$ cat src/hw/rtl/prd_pkg.sv
// ----------------------------------------------------------------------------
// prd_pkg: shared types and constants of the palette RLE row decoder
// Register codes, field widths and the control/status bundles that join
// the controller and the datapath.
// ----------------------------------------------------------------------------
`default_nettype none

package prd_pkg;

  localparam int unsigned BYTE_W     = 8;
  localparam int unsigned SIDE_W     = 7;
  localparam int unsigned OFF_W      = 6;
  localparam int unsigned RUN_W      = 5;
  localparam int unsigned ADDR_W     = 12;
  localparam int unsigned CFG_IDX_W  = 3;
  localparam int unsigned CFG_DATA_W = 7;

  // top three bits all set mark a run code
  localparam logic [2:0]        RUN_MARK          = 3'b111;
  localparam logic [BYTE_W-1:0] FIRST_CLEAR_INDEX = 8'd254;

  localparam logic [SIDE_W-1:0] SIDE_RESET = 7'd64;

  typedef enum logic [CFG_IDX_W-1:0] {
    CFG_COMPRESSED_MODE = 3'd0,
    CFG_IMAGE_WIDTH     = 3'd1,
    CFG_IMAGE_HEIGHT    = 3'd2,
    CFG_BUFFER_WIDTH    = 3'd3,
    CFG_X_OFFSET        = 3'd4,
    CFG_Y_OFFSET        = 3'd5
  } cfg_reg_t;

  typedef struct packed {
    logic accept;  // latch input beat, apply row/image start
    logic prep;    // classify byte, set pixel count, row base
    logic emit;    // write one pixel into the output register
  } ctrl_cmd_t;

  typedef struct packed {
    logic has_pixels;  // prep found at least one pixel to write
    logic slot_free;   // output register can take a pixel this cycle
    logic last_pixel;  // pixel being emitted is the last of the burst
  } dp_status_t;

endpackage

`default_nettype wire

$ cat src/hw/rtl/prd_in_if.sv
// ----------------------------------------------------------------------------
// prd_in_if: encoded byte channel
// Valid/ready channel carrying one stream byte and its row/image markers.
// ----------------------------------------------------------------------------
`default_nettype none

interface prd_in_if;
  logic                          valid;
  logic                          ready;
  logic [prd_pkg::BYTE_W-1:0]    data_byte;
  logic                          row_start;
  logic                          image_start;

  modport source (output valid, data_byte, row_start, image_start, input ready);
  modport sink   (input valid, data_byte, row_start, image_start, output ready);
endinterface

`default_nettype wire

$ cat src/hw/rtl/prd_out_if.sv
// ----------------------------------------------------------------------------
// prd_out_if: pixel write channel
// Valid/ready channel carrying one decoded pixel write per beat.
// ----------------------------------------------------------------------------
`default_nettype none

interface prd_out_if;
  logic                          valid;
  logic                          ready;
  logic [prd_pkg::ADDR_W-1:0]    pixel_address;
  logic [prd_pkg::BYTE_W-1:0]    palette_index;
  logic                          pixel_transparent;
  logic                          image_has_transparency;
  logic                          last_of_burst;
  logic                          image_done;

  modport source (output valid, pixel_address, palette_index, pixel_transparent,
                  image_has_transparency, last_of_burst, image_done, input ready);
  modport sink   (input valid, pixel_address, palette_index, pixel_transparent,
                  image_has_transparency, last_of_burst, image_done, output ready);
endinterface

`default_nettype wire

$ cat src/hw/rtl/prd_ctrl.sv
// ----------------------------------------------------------------------------
// prd_ctrl: decoder sequencer
// Steps each input beat through accept, prep and pixel emission.
// ----------------------------------------------------------------------------
`default_nettype none

module prd_ctrl (
  input  wire logic                clk,
  input  wire logic                rst_n,
  input  wire logic                in_valid,
  output logic                     in_ready,
  input  wire prd_pkg::dp_status_t status,
  output prd_pkg::ctrl_cmd_t       cmd
);

  typedef enum logic [1:0] {
    S_IDLE,
    S_PREP,
    S_EMIT
  } state_t;

  state_t state_r;
  logic   in_ready_r;

  always_comb begin
    cmd.accept = in_ready_r && in_valid;
    cmd.prep   = (state_r == S_PREP);
    cmd.emit   = (state_r == S_EMIT) && status.slot_free;
  end

  assign in_ready = in_ready_r;

  always_ff @(posedge clk) begin
    if (!rst_n) begin
      state_r    <= S_IDLE;
      in_ready_r <= 1'b1;
    end else begin
      unique case (state_r)
        S_IDLE: begin
          if (in_valid) begin
            state_r    <= S_PREP;
            in_ready_r <= 1'b0;
          end
        end
        S_PREP: begin
          if (status.has_pixels) begin
            state_r <= S_EMIT;
          end else begin
            state_r    <= S_IDLE;
            in_ready_r <= 1'b1;
          end
        end
        S_EMIT: begin
          if (status.slot_free && status.last_pixel) begin
            state_r    <= S_IDLE;
            in_ready_r <= 1'b1;
          end
        end
        default: begin
          state_r    <= S_IDLE;
          in_ready_r <= 1'b1;
        end
      endcase
    end
  end

  a_accept_to_prep: assert property (@(posedge clk) disable iff (!rst_n)
    cmd.accept |=> state_r == S_PREP)
    else $error("accepted beat did not move to prep");

  a_last_to_idle: assert property (@(posedge clk) disable iff (!rst_n)
    (cmd.emit && status.last_pixel) |=> (state_r == S_IDLE && in_ready_r))
    else $error("sequencer did not return to idle after last pixel");

  a_ready_only_idle: assert property (@(posedge clk) disable iff (!rst_n)
    in_ready_r |-> state_r == S_IDLE)
    else $error("ready raised outside idle");

endmodule

`default_nettype wire

$ cat src/hw/rtl/prd_datapath.sv
// ----------------------------------------------------------------------------
// prd_datapath: decoder registers and pixel arithmetic
// Holds configuration, row/column state, run state and the output register.
// ----------------------------------------------------------------------------
`default_nettype none

module prd_datapath #(
  parameter int unsigned MAX_SIDE = 64
) (
  input  wire logic                              clk,
  input  wire logic                              rst_n,
  input  wire logic                              cfg_wr_en,
  input  wire logic [prd_pkg::CFG_IDX_W-1:0]     cfg_index,
  input  wire logic [prd_pkg::CFG_DATA_W-1:0]    cfg_data,
  input  wire logic [prd_pkg::BYTE_W-1:0]        in_data_byte,
  input  wire logic                              in_row_start,
  input  wire logic                              in_image_start,
  input  wire prd_pkg::ctrl_cmd_t                cmd,
  output prd_pkg::dp_status_t                    status,
  output logic                                   out_valid,
  input  wire logic                              out_ready,
  output logic [prd_pkg::ADDR_W-1:0]             out_pixel_address,
  output logic [prd_pkg::BYTE_W-1:0]             out_palette_index,
  output logic                                   out_pixel_transparent,
  output logic                                   out_image_has_transparency,
  output logic                                   out_last_of_burst,
  output logic                                   out_image_done
);

  localparam int unsigned SW = prd_pkg::SIDE_W;
  localparam int unsigned RW = prd_pkg::RUN_W;
  localparam int unsigned AW = prd_pkg::ADDR_W;
  localparam int unsigned BW = prd_pkg::BYTE_W;
  localparam int unsigned OW = prd_pkg::OFF_W;
  localparam int unsigned SideCap = (MAX_SIDE > 127) ? 127 : MAX_SIDE;

  // configuration
  logic          comp_mode_r;
  logic [SW-1:0] img_w_r, img_h_r, buf_w_r;
  logic [OW-1:0] x_off_r, y_off_r;

  // decode state
  logic [SW-1:0] column_r, rows_left_r;
  logic          run_pending_r;
  logic [RW-1:0] pend_len_r;
  logic          row_done_r;
  logic          any_tr_r;
  logic [BW-1:0] byte_r;
  logic [AW-1:0] base_r;
  logic [RW-1:0] count_r;

  // output register
  logic          out_valid_r;
  logic [AW-1:0] addr_r;
  logic [BW-1:0] idx_r;
  logic          tr_r, has_tr_r, last_r, done_r;

  logic [SW-1:0] eff_w, eff_h;

  always_comb begin
    eff_w = (img_w_r > SW'(SideCap)) ? SW'(SideCap) : img_w_r;
    eff_h = (img_h_r > SW'(SideCap)) ? SW'(SideCap) : img_h_r;
  end

  // accept: image start / row start bookkeeping
  logic          rs;
  logic [SW-1:0] rows_acc, col_acc;
  logic          any_acc, done_acc, pend_acc;
  logic [RW-1:0] plen_acc;

  always_comb begin
    rows_acc = rows_left_r;
    col_acc  = column_r;
    any_acc  = any_tr_r;
    done_acc = row_done_r;
    pend_acc = run_pending_r;
    plen_acc = pend_len_r;
    rs       = in_row_start;
    if (in_image_start) begin
      rows_acc = eff_h;
      any_acc  = 1'b0;
      done_acc = 1'b1;
      col_acc  = '0;
      rs       = 1'b1;
    end
    if (rs) begin
      pend_acc = 1'b0;
      plen_acc = '0;
      if (rows_acc != '0) begin
        rows_acc = rows_acc - 1'b1;
        col_acc  = '0;
        done_acc = 1'b0;
      end else begin
        done_acc = 1'b1;
      end
    end
  end

  // prep: classify the latched byte
  logic [SW-1:0] room;
  logic [RW-1:0] pend_clamp, code_clamp, prep_count, prep_plen;
  logic          prep_pend, prep_done;
  logic [SW:0]   row_sum;
  logic [2*SW:0] row_prod;

  always_comb begin
    room       = eff_w - column_r;
    pend_clamp = ({2'b00, pend_len_r} > room) ? room[RW-1:0] : pend_len_r;
    code_clamp = ({2'b00, byte_r[RW-1:0]} > room) ? room[RW-1:0] : byte_r[RW-1:0];
    prep_count = '0;
    prep_pend  = run_pending_r;
    prep_plen  = pend_len_r;
    prep_done  = row_done_r;
    if (!row_done_r) begin
      if (column_r >= eff_w) begin
        prep_done = 1'b1;
      end else if (run_pending_r) begin
        prep_count = pend_clamp;
        prep_pend  = 1'b0;
        prep_plen  = '0;
      end else if (comp_mode_r && byte_r[BW-1 -: 3] == prd_pkg::RUN_MARK) begin
        prep_pend = 1'b1;
        prep_plen = code_clamp;
      end else begin
        prep_count = RW'(1);
      end
    end
    row_sum  = {1'b0, rows_left_r} + (SW+1)'(y_off_r);
    row_prod = row_sum * buf_w_r;
  end

  // emit: one pixel
  logic [SW-1:0] col_inc;
  logic          pix_tr, emit_row_done, emit_any;

  always_comb begin
    col_inc       = column_r + 1'b1;
    pix_tr        = (byte_r >= prd_pkg::FIRST_CLEAR_INDEX);
    emit_row_done = row_done_r || (col_inc >= eff_w);
    emit_any      = any_tr_r || pix_tr;
  end

  always_comb begin
    status.has_pixels = (prep_count != '0);
    status.slot_free  = !out_valid_r || out_ready;
    status.last_pixel = (count_r == RW'(1));
  end

  always_ff @(posedge clk) begin
    if (!rst_n) begin
      comp_mode_r   <= 1'b1;
      img_w_r       <= prd_pkg::SIDE_RESET;
      img_h_r       <= prd_pkg::SIDE_RESET;
      buf_w_r       <= prd_pkg::SIDE_RESET;
      x_off_r       <= '0;
      y_off_r       <= '0;
      column_r      <= '0;
      rows_left_r   <= '0;
      run_pending_r <= 1'b0;
      pend_len_r    <= '0;
      row_done_r    <= 1'b1;
      any_tr_r      <= 1'b0;
      count_r       <= '0;
      out_valid_r   <= 1'b0;
    end else begin
      if (cfg_wr_en) begin
        unique case (cfg_index)
          prd_pkg::CFG_COMPRESSED_MODE: comp_mode_r <= cfg_data[0];
          prd_pkg::CFG_IMAGE_WIDTH:     img_w_r     <= cfg_data;
          prd_pkg::CFG_IMAGE_HEIGHT:    img_h_r     <= cfg_data;
          prd_pkg::CFG_BUFFER_WIDTH:    buf_w_r     <= cfg_data;
          prd_pkg::CFG_X_OFFSET:        x_off_r     <= cfg_data[OW-1:0];
          prd_pkg::CFG_Y_OFFSET:        y_off_r     <= cfg_data[OW-1:0];
          default: ;
        endcase
      end
      if (cmd.accept) begin
        rows_left_r   <= rows_acc;
        column_r      <= col_acc;
        any_tr_r      <= any_acc;
        row_done_r    <= done_acc;
        run_pending_r <= pend_acc;
        pend_len_r    <= plen_acc;
      end
      if (cmd.prep) begin
        run_pending_r <= prep_pend;
        pend_len_r    <= prep_plen;
        row_done_r    <= prep_done;
        count_r       <= prep_count;
      end
      if (cmd.emit) begin
        column_r   <= col_inc;
        row_done_r <= emit_row_done;
        any_tr_r   <= emit_any;
        count_r    <= count_r - 1'b1;
      end
      if (cmd.emit) begin
        out_valid_r <= 1'b1;
      end else if (out_ready) begin
        out_valid_r <= 1'b0;
      end
    end
  end

  // payload registers
  always_ff @(posedge clk) begin
    if (cmd.accept) begin
      byte_r <= in_data_byte;
    end
    if (cmd.prep) begin
      base_r <= row_prod[AW-1:0];
    end
    if (cmd.emit) begin
      addr_r   <= base_r + AW'(x_off_r) + AW'(column_r);
      idx_r    <= byte_r;
      tr_r     <= pix_tr;
      has_tr_r <= emit_any;
      last_r   <= (count_r == RW'(1));
      done_r   <= emit_row_done && (rows_left_r == '0);
    end
  end

  assign out_valid                  = out_valid_r;
  assign out_pixel_address          = addr_r;
  assign out_palette_index          = idx_r;
  assign out_pixel_transparent      = tr_r;
  assign out_image_has_transparency = has_tr_r;
  assign out_last_of_burst          = last_r;
  assign out_image_done             = done_r;

  a_emit_has_count: assert property (@(posedge clk) disable iff (!rst_n)
    cmd.emit |-> count_r != '0)
    else $error("pixel emitted with empty burst count");

  a_emit_open_row: assert property (@(posedge clk) disable iff (!rst_n)
    cmd.emit |-> !row_done_r)
    else $error("pixel emitted into a completed row");

  a_out_hold: assert property (@(posedge clk) disable iff (!rst_n)
    (out_valid_r && !out_ready) |=> (out_valid_r && $stable(addr_r) && $stable(idx_r)))
    else $error("pixel beat changed while stalled");

endmodule

`default_nettype wire

$ cat src/hw/rtl/palette_rle_row_decoder_unit.sv
// ----------------------------------------------------------------------------
// palette_rle_row_decoder_unit: palettized RLE bitmap to pixel writes
// Top level: sequencer plus datapath, byte channel in, pixel channel out.
// ----------------------------------------------------------------------------
// Takes one encoded byte per beat and turns it into pixel writes. A byte that
// writes nothing (run code, dropped byte, zero-length run) is only latched and
// classified; a byte that writes n pixels then emits them, one pixel per cycle
// out of the output register while the sink keeps up. The steps are set by the
// sequencer: latch the beat and apply row/image start, classify the byte and
// form the row base address with a single small multiply, then emit each
// pixel; no new byte is taken meanwhile. Rows fill bottom-up; image_start
// reloads the row count and clears the sticky transparency flag. Configuration
// writes are taken any time but must only be issued while no beat is in flight.
`default_nettype none

module palette_rle_row_decoder_unit #(
  parameter int unsigned MAX_SIDE = 64
) (
  input  wire logic                           clk,
  input  wire logic                           rst_n,
  input  wire logic                           cfg_wr_en,
  input  wire logic [prd_pkg::CFG_IDX_W-1:0]  cfg_index,
  input  wire logic [prd_pkg::CFG_DATA_W-1:0] cfg_data,
  prd_in_if.sink                              in_ch,
  prd_out_if.source                           out_ch
);

  prd_pkg::ctrl_cmd_t  cmd;
  prd_pkg::dp_status_t status;

  prd_ctrl u_ctrl (
    .clk      (clk),
    .rst_n    (rst_n),
    .in_valid (in_ch.valid),
    .in_ready (in_ch.ready),
    .status   (status),
    .cmd      (cmd)
  );

  prd_datapath #(
    .MAX_SIDE (MAX_SIDE)
  ) u_dp (
    .clk                        (clk),
    .rst_n                      (rst_n),
    .cfg_wr_en                  (cfg_wr_en),
    .cfg_index                  (cfg_index),
    .cfg_data                   (cfg_data),
    .in_data_byte               (in_ch.data_byte),
    .in_row_start               (in_ch.row_start),
    .in_image_start             (in_ch.image_start),
    .cmd                        (cmd),
    .status                     (status),
    .out_valid                  (out_ch.valid),
    .out_ready                  (out_ch.ready),
    .out_pixel_address          (out_ch.pixel_address),
    .out_palette_index          (out_ch.palette_index),
    .out_pixel_transparent      (out_ch.pixel_transparent),
    .out_image_has_transparency (out_ch.image_has_transparency),
    .out_last_of_burst          (out_ch.last_of_burst),
    .out_image_done             (out_ch.image_done)
  );

endmodule

`default_nettype wire

$ cat src/flat_wrapper.sv
// flat-port wrapper written by rule: the top's interface ports become plain ports
module palette_rle_row_decoder_unit_flat 
#(
  parameter int unsigned MAX_SIDE = 64
)
  (clk, rst_n, cfg_wr_en, cfg_index, cfg_data, in_ch_valid, in_ch_data_byte, in_ch_row_start, in_ch_image_start, in_ch_ready, out_ch_valid, out_ch_pixel_address, out_ch_palette_index, out_ch_pixel_transparent, out_ch_image_has_transparency, out_ch_last_of_burst, out_ch_image_done, out_ch_ready);
  prd_in_if in_ch_i ();
  prd_out_if out_ch_i ();
  input  wire logic clk;
  input  wire logic rst_n;
  input  wire logic cfg_wr_en;
  input  wire logic [prd_pkg::CFG_IDX_W-1:0] cfg_index;
  input  wire logic [prd_pkg::CFG_DATA_W-1:0] cfg_data;
  input wire logic [$bits(in_ch_i.valid)-1:0] in_ch_valid;
  input wire logic [$bits(in_ch_i.data_byte)-1:0] in_ch_data_byte;
  input wire logic [$bits(in_ch_i.row_start)-1:0] in_ch_row_start;
  input wire logic [$bits(in_ch_i.image_start)-1:0] in_ch_image_start;
  output wire logic [$bits(in_ch_i.ready)-1:0] in_ch_ready;
  output wire logic [$bits(out_ch_i.valid)-1:0] out_ch_valid;
  output wire logic [$bits(out_ch_i.pixel_address)-1:0] out_ch_pixel_address;
  output wire logic [$bits(out_ch_i.palette_index)-1:0] out_ch_palette_index;
  output wire logic [$bits(out_ch_i.pixel_transparent)-1:0] out_ch_pixel_transparent;
  output wire logic [$bits(out_ch_i.image_has_transparency)-1:0] out_ch_image_has_transparency;
  output wire logic [$bits(out_ch_i.last_of_burst)-1:0] out_ch_last_of_burst;
  output wire logic [$bits(out_ch_i.image_done)-1:0] out_ch_image_done;
  input wire logic [$bits(out_ch_i.ready)-1:0] out_ch_ready;
  assign in_ch_i.valid = in_ch_valid;
  assign in_ch_i.data_byte = in_ch_data_byte;
  assign in_ch_i.row_start = in_ch_row_start;
  assign in_ch_i.image_start = in_ch_image_start;
  assign in_ch_ready = in_ch_i.ready;
  assign out_ch_valid = out_ch_i.valid;
  assign out_ch_pixel_address = out_ch_i.pixel_address;
  assign out_ch_palette_index = out_ch_i.palette_index;
  assign out_ch_pixel_transparent = out_ch_i.pixel_transparent;
  assign out_ch_image_has_transparency = out_ch_i.image_has_transparency;
  assign out_ch_last_of_burst = out_ch_i.last_of_burst;
  assign out_ch_image_done = out_ch_i.image_done;
  assign out_ch_i.ready = out_ch_ready;
  palette_rle_row_decoder_unit #(.MAX_SIDE(MAX_SIDE)) u_core (.clk(clk), .rst_n(rst_n), .cfg_wr_en(cfg_wr_en), .cfg_index(cfg_index), .cfg_data(cfg_data), .in_ch(in_ch_i), .out_ch(out_ch_i));
endmodule
$ cat config.mk
export PLATFORM = sky130hd
export DESIGN_NAME = palette_rle_row_decoder_unit_flat
export DESIGN_NICKNAME = d
export VERILOG_FILES = /design/src/hw/rtl/prd_pkg.sv /design/src/hw/rtl/prd_in_if.sv /design/src/hw/rtl/prd_out_if.sv /design/src/hw/rtl/prd_ctrl.sv /design/src/hw/rtl/prd_datapath.sv /design/src/hw/rtl/palette_rle_row_decoder_unit.sv /design/src/flat_wrapper.sv
export SDC_FILE = /design/constraint.sdc
export NUM_CORES = 1
export LEC_CHECK = 0
export ABC_AREA = 1
export BUFFER_PORTS_ARGS = -buffer_cell sky130_fd_sc_hd__buf_2
export CORE_MARGIN = 2
export CORE_UTILIZATION = 45
export CTS_BUF_LIST = sky130_fd_sc_hd__clkbuf_16
export DETAILED_ROUTE_END_ITERATION = 10
export GPL_TIMING_DRIVEN = 0
export SETUP_SLACK_MARGIN = 0.15
export SLEW_MARGIN = 5
export SYNTH_ARGS = -nofsm -noshare
export SYNTH_HDL_FRONTEND = slang
export SYNTH_SLANG_ARGS = --single-unit
$ cat constraint.sdc
create_clock -name clk -period 12.28 [get_ports clk]
set_input_delay 2.456 -clock clk [delete_from_list [all_inputs] [get_ports clk]]
set_output_delay 2.456 -clock clk [all_outputs]
set_load 0.01 [all_outputs]
# --- Word-level counts from Yosys, hierarchy flattened ---
# Cells that the tools add are included.
word_totals:
  ff_bits: 109
  input_bits: 25
classes:
  n_addsub: 7
  multipliers: 1
  magnitude_cmp: 7
  n_eq_ne: 15
  muxes: 54
  reduce_logical: 34
op_table:
  columns: ["cell", "count"]
  rows:
  - ["5-bit two-way mux", 14]
  - ["7-bit two-way mux", 10]
  - ["1-bit two-way mux", 25]
  - ["2-bit AND reduction", 9]
  - ["7-bit greater-or-equal comparator", 2]
  - ["5-bit by 7-bit > comparator with 1-bit output", 2]
  - ["7-bit > comparator (second input constant)", 2]
  - ["12-bit by 6-bit adder with 12-bit output", 1]
  - ["12-bit by 7-bit adder with 12-bit output", 1]
  - ["8-bit by 7-bit multiplier with 12-bit output", 1]
  - ["2-bit nonzero test", 6]
  - ["3-bit equality test (second input constant)", 3]
  - ["7-bit by 6-bit adder with 8-bit output", 1]
  - ["8-bit greater-or-equal comparator (second input constant)", 1]
  - ["2-bit inequality test (second input constant)", 4]
  - ["7-bit by 1-bit adder with 7-bit output (second input constant)", 1]
  - ["7-bit zero test", 1]
  - ["7-bit nonzero test", 1]
  - ["7-bit by 1-bit subtractor with 7-bit output (second input constant)", 1]
  - ["7-bit subtractor", 1]
  - ["3-bit by 2-bit equality test with 1-bit output (second input constant)", 2]
  - ["2-bit two-way mux", 3]
  - ["2-bit one-hot mux with 3 select lines", 1]
  - ["5-bit by 1-bit equality test with 1-bit output (second input constant)", 1]
  - ["18 further kinds", 24]

# --- Longest topological paths before layout ---
logic_depth:
  depth_word: 11
  ltp_mapped: 27
  ltp_nobuf: 27

# --- Cells and area by module ---
# Synthesis repeated with hierarchy kept, for this count alone.
unflattened:
  cells_unflattened: 975
  area_unflattened_um2: 7683.6
by_module_without_submodules:
  columns: ["module", "instances", "cells_per_inst", "area_per_inst_um2", "seq_area_each_um2"]
  rows:
  - ["prd_datapath", 1, 950, 7523.5, 2562.5]
  - ["prd_ctrl", 1, 25, 160.2, 60.1]

# --- Worst setup path after synthesis ---
# No wires, ideal clock.
synth_path:
  path_kind: "register to register"
  start: "reg u_core.u_dp.y_off_r[0]"
  end: "reg u_core.u_dp.base_r[11] (data pin)"
  setup_ns: 0.249
  arrival_ns: 4.987
  setup_slack_ns: 7.044
  path_stages_with_launch: 24
  period_less_slack_ns: 5.236
  cell_sequence: "dfxtp_1 > ha_1 > fa_1 > nand3_1 > nand3_1 > or2_2 > nand2_1 > nor2_1 > fa_1 > fa_1 > fa_1 > fa_1 > ha_1 > a21oi_1 > o21ai_0 > a21oi_1 > o21ai_0 > a21oi_1 > o21ai_0 > nand3b_1 > nand2_1 > nand2_1 > nand2_1 > inv_1"
synth_via:
  elab_chain_len: 2
synth_rtl:
  columns: ["element", "line", "text"]
  rows:
  - ["start: declaration", "prd_datapath.sv:40", "logic [OW-1:0] x_off_r, y_off_r;"]
  - ["start signal: assignment", "prd_datapath.sv:173", "prd_pkg::CFG_Y_OFFSET: y_off_r <= cfg_data[OW-1:0];"]
  - ["7-bit by 6-bit adder with 8-bit output", "prd_datapath.sv:128", "row_sum = {1'b0, rows_left_r} + (SW+1)'(y_off_r);"]
  - ["8-bit by 7-bit multiplier with 12-bit output", "prd_datapath.sv:129", "row_prod = row_sum * buf_w_r;"]
  - ["named net u_core.u_dp.row_prod[11]", "prd_datapath.sv:104", "logic [2*SW:0] row_prod;"]
  - ["end signal: assignment", "prd_datapath.sv:211", "base_r <= row_prod[AW-1:0];"]
  - ["end: declaration", "prd_datapath.sv:49", "logic [AW-1:0] base_r;"]
# The timed path passes the listed nets, and every way through them passes these cells.
# A chain may end at the register's enable or synchronous reset.

# --- Worst setup path after layout ---
layout_path:
  start: "reg u_core.u_dp.rows_left_r[0]"
  end: "reg u_core.u_dp.base_r[11] (data pin)"
layout_via:
  elab_chain_len: 2
layout_rtl:
  columns: ["element", "line", "text"]
  rows:
  - ["start: declaration", "prd_datapath.sv:43", "logic [SW-1:0] column_r, rows_left_r;"]
  - ["start signal: assignment", "prd_datapath.sv:178", "rows_left_r <= rows_acc;"]
  - ["7-bit by 6-bit adder with 8-bit output", "prd_datapath.sv:128", null]
  - ["8-bit by 7-bit multiplier with 12-bit output", "prd_datapath.sv:129", null]
  - ["named net u_core.u_dp.row_prod[11]", "prd_datapath.sv:104", null]
# The timed path passes the listed nets, and every way through them passes these cells.

==> flow_summary.toml <==
[cts]
cts_root_buffer = "clkbuf_16"
clock_sinks = 109
clockBufferDepth = 2
clk_latency_ns = 0.36
clk_pin_slew_worst_paths_ns = 0.07
cts_made_buffers = 9
cts_resized = 0
holdBufCountCts = 0
htreeDepth = 3
postCtsSetupBuffers = 0
tritoncts = "yes"

[power_and_ir_drop]
pwr-share-clk_pct = 35.3
power.density_nw_per_um2 = 115
p_seq_share_pct = 43.9
power.internal_mw = 0.675
swShare_pct = 29.3
p_leak_nw = 3.95
power_frac_comb_pct = 20.8
ir_drop_mv = 0.0759
switchingPower_mw = 0.280

[flow_run]
maxCapViolCount = 0

[synthesis]
synth_top_cell_area_share_pct = 17.7
postSynthCellCount = 920
synth_edf_count = 44
syn-num-nets = 1042
ys_ff_latch = 109
synth_cell_types = 46
ys_top_cells_by_count = "nand2_1, inv_1, nor2_1, dfxtp_1, ha_1"
synthArstFlopShare_pct = 0
synth.most_common_cell = "nand2_1"
syn_area_per_cell_um2 = 8.09
netlist_area_um2 = 7450
ys.warnings.count = 0
ys_seq_area_share_pct = 35.2
synth_area_leaders = "edfxtp_1, dfxtp_1, ha_1, fa_1, nand2_1"
synth-main-ff-cell = "dfxtp_1"
yosysTopAreaCell = "edfxtp_1"

[global_routing]
grt_pass1_vias = 5596
grt_max_degree = 34
grt_usage_pct = 19.6
antenna_found_initial = 0
grt_pass1_wl_mm = 27.6
gr-total-overflow = 0

[worst_setup_path]
path_max_fanout = 6
setup.worst_path.start = "u_core.u_dp.rows_left_r[0]"
critPathKind = "reg -> reg"
rr_startpoint = "u_core.u_dp.rows_left_r[0]"
start_kind = "flip-flop"
cp-end-kind = "flip-flop"
required_ns = 12.39
cp.arrival_ns = 5.94

[final_layout]
fin_nets = 1102
fillers = 1641
drive_above_1_share_pct = 9.44
area_growth_pct = 11.7

[routing]
drc = 0
via_per_inst = 4.93
drtIter0Drc = 418
vias = 5947
routed_wl_mm = 16.3
first_pass_iters = 5
antenna_left = 0
wl_per_cell_um = 13.5

[worst_hold_path]
hold_class = "reg -> reg"
hp-start = "u_core.u_dp.byte_r[0]"

[place]
port_buffers = 49
gp_congestion = 0.843
dpl.hpwl_mm = 12.9
post-place-ws_ns = 6.45

[sta]
final.min_clock_period_ns = 5.83
setup_slack_ns = 6.45
slew_violations = 0
fmax_mhz = 171
fin_crit_sh_pct = 47.5
setup_viol = 0
tightest_slew_ns = 1.02
rsz0062_at_grt = "no"
fin_skew_ns = 0.0109
whs_ns = 0.455
relSlewSlack_pct = 31.6
timing.setup.tns_ns = 0
hold_violations = 0

[floorplanning]
dieArea_um2 = 17600
ioPinCount = 51
chipHeight_um = 133
coreArea_um2 = 16300
start_util_pct = 45.5
rows = 47
die_w_um = 133

[outcome]
status = "finished clean"
-- critical path: stages (launching register included) --
cell,delay (ns)
dfxtp_1,0.33
ha_1,0.22
fa_1,0.46
nand3_1,0.10
nand3_1,0.11
a21oi_1,0.14
o21ai_0,0.10
xor2_1,0.51
nor2_1,0.11
fa_1,0.50
inv_1,0.05
fa_1,0.47
inv_1,0.05
fa_1,0.52
inv_1,0.05
fa_1,0.52
inv_1,0.04
ha_1,0.28
inv_1,0.09
o21ai_0,0.11
a21oi_1,0.23
o21ai_0,0.16
nand3b_1,0.20
nand2_1,0.08
nand2_1,0.04
nand2_1,0.06
inv_1,0.04
-- metal layers --
layer  routed length [um]  vias up  track usage (%)
li1                     -     3118                -
met5                    0        -                0
met3                  630       11             2.76
met4                  174        0             4.84
met2                 7180       91             30.4
met1                 8310     2727             28.9
-- flip-flops by register name, summed over array words and instances, names as in the netlist, 5 cells and up --
register and count:
u_core.u_dp.base_r 12, u_core.u_dp.buf_w_r 7, u_core.u_dp.byte_r 8, u_core.u_dp.column_r 7
u_core.u_dp.count_r 5, u_core.u_dp.img_h_r 7, u_core.u_dp.img_w_r 7, u_core.u_dp.out_palette_index 8
u_core.u_dp.out_pixel_address 12, u_core.u_dp.pend_len_r 5, u_core.u_dp.rows_left_r 7, u_core.u_dp.x_off_r 6
u_core.u_dp.y_off_r 6
-- area by class of cell --
class	count	area, um2	area share, %
repair buffers	49	245	2.95
multi-input cells	640	4150	49.9
plain buffers	14	85.1	1.02
well taps	220	275	3.31
clock buffers	9	225	2.71
diodes	1	2.50	0.0301
inverters	157	589	7.09
clock inverters	7	121	1.46
flip-flops and latches	109	2620	31.5
-- power groups by stage --
stage	combinational [mW]	sequential (mW)	clock (mW)
4_1_cts	0.200	0.419	0.347
6_report	0.198	0.419	0.337
2_1_floorplan	0.148	0.424	0
5_1_grt	0.232	0.422	0.360
3_5_place_dp	0.199	0.427	0
3_3_place_gp	0.197	0.427	0
-- stage by stage --
stage	area [um2]	total power, mW	std cells	utilization (%)
after detailed placement	7970	0.626	1189	48.7
after CTS	8310	0.967	1205	50.9
after global routing	8310	1.01	1205	50.9
after global placement	7970	0.624	1189	48.7
after floorplan	7450	0.572	920	-
final	8320	0.955	1206	50.9
-- kinds of logic (layout without fill, tap and decap cells) --
logic type               Yosys count  in the layout  share of synthesized area (%)
AO/OA/AOI/OAI                    147            147                           11.0
XOR/XNOR                          31             31                           3.65
adder cells (fa/ha/maj)           97             97                           19.9
buffers and inverters            171            236                           9.04
flip-flops                       109            109                           35.2
other                              0              1                              0
AND/OR/NAND/NOR                  365            365                           21.1
-- layout by cell type, fill, tap and decap left out, types with 3 or more instances in the layout --
cell and instances:
nand2_1 165, inv_1 155, nor2_1 104, dfxtp_1 65, ha_1 61, o21ai_0 57, a21oi_1 54, buf_2 51
nand3_1 49, edfxtp_1 44, fa_1 36, xor2_1 23, nand4_1 13, a31oi_1 13, clkbuf_16 9, xnor2_1 8
nor3_1 8, clkbuf_1 7, o211ai_1 6, nand3b_1 5, nand2_2 5, a211oi_1 4, or2_2 4, o22ai_1 3
bufinv_16 3
-- final timing paths --
| path | endpoint | slack [ns] | depth (start not counted) |
|---|---|---|---|
| setup reg to reg | u_core.u_dp.base_r[11] | 6.45 | 26 |
| hold / removal | u_core.u_dp.out_palette_index[0] | 0.45 | 0 |
| hold reg to reg | u_core.u_dp.out_palette_index[0] | 0.45 | 0 |
| setup / recovery | u_core.u_dp.base_r[11] | 6.45 | 26 |
No activity file was read; power rests on OpenSTA's default activity.
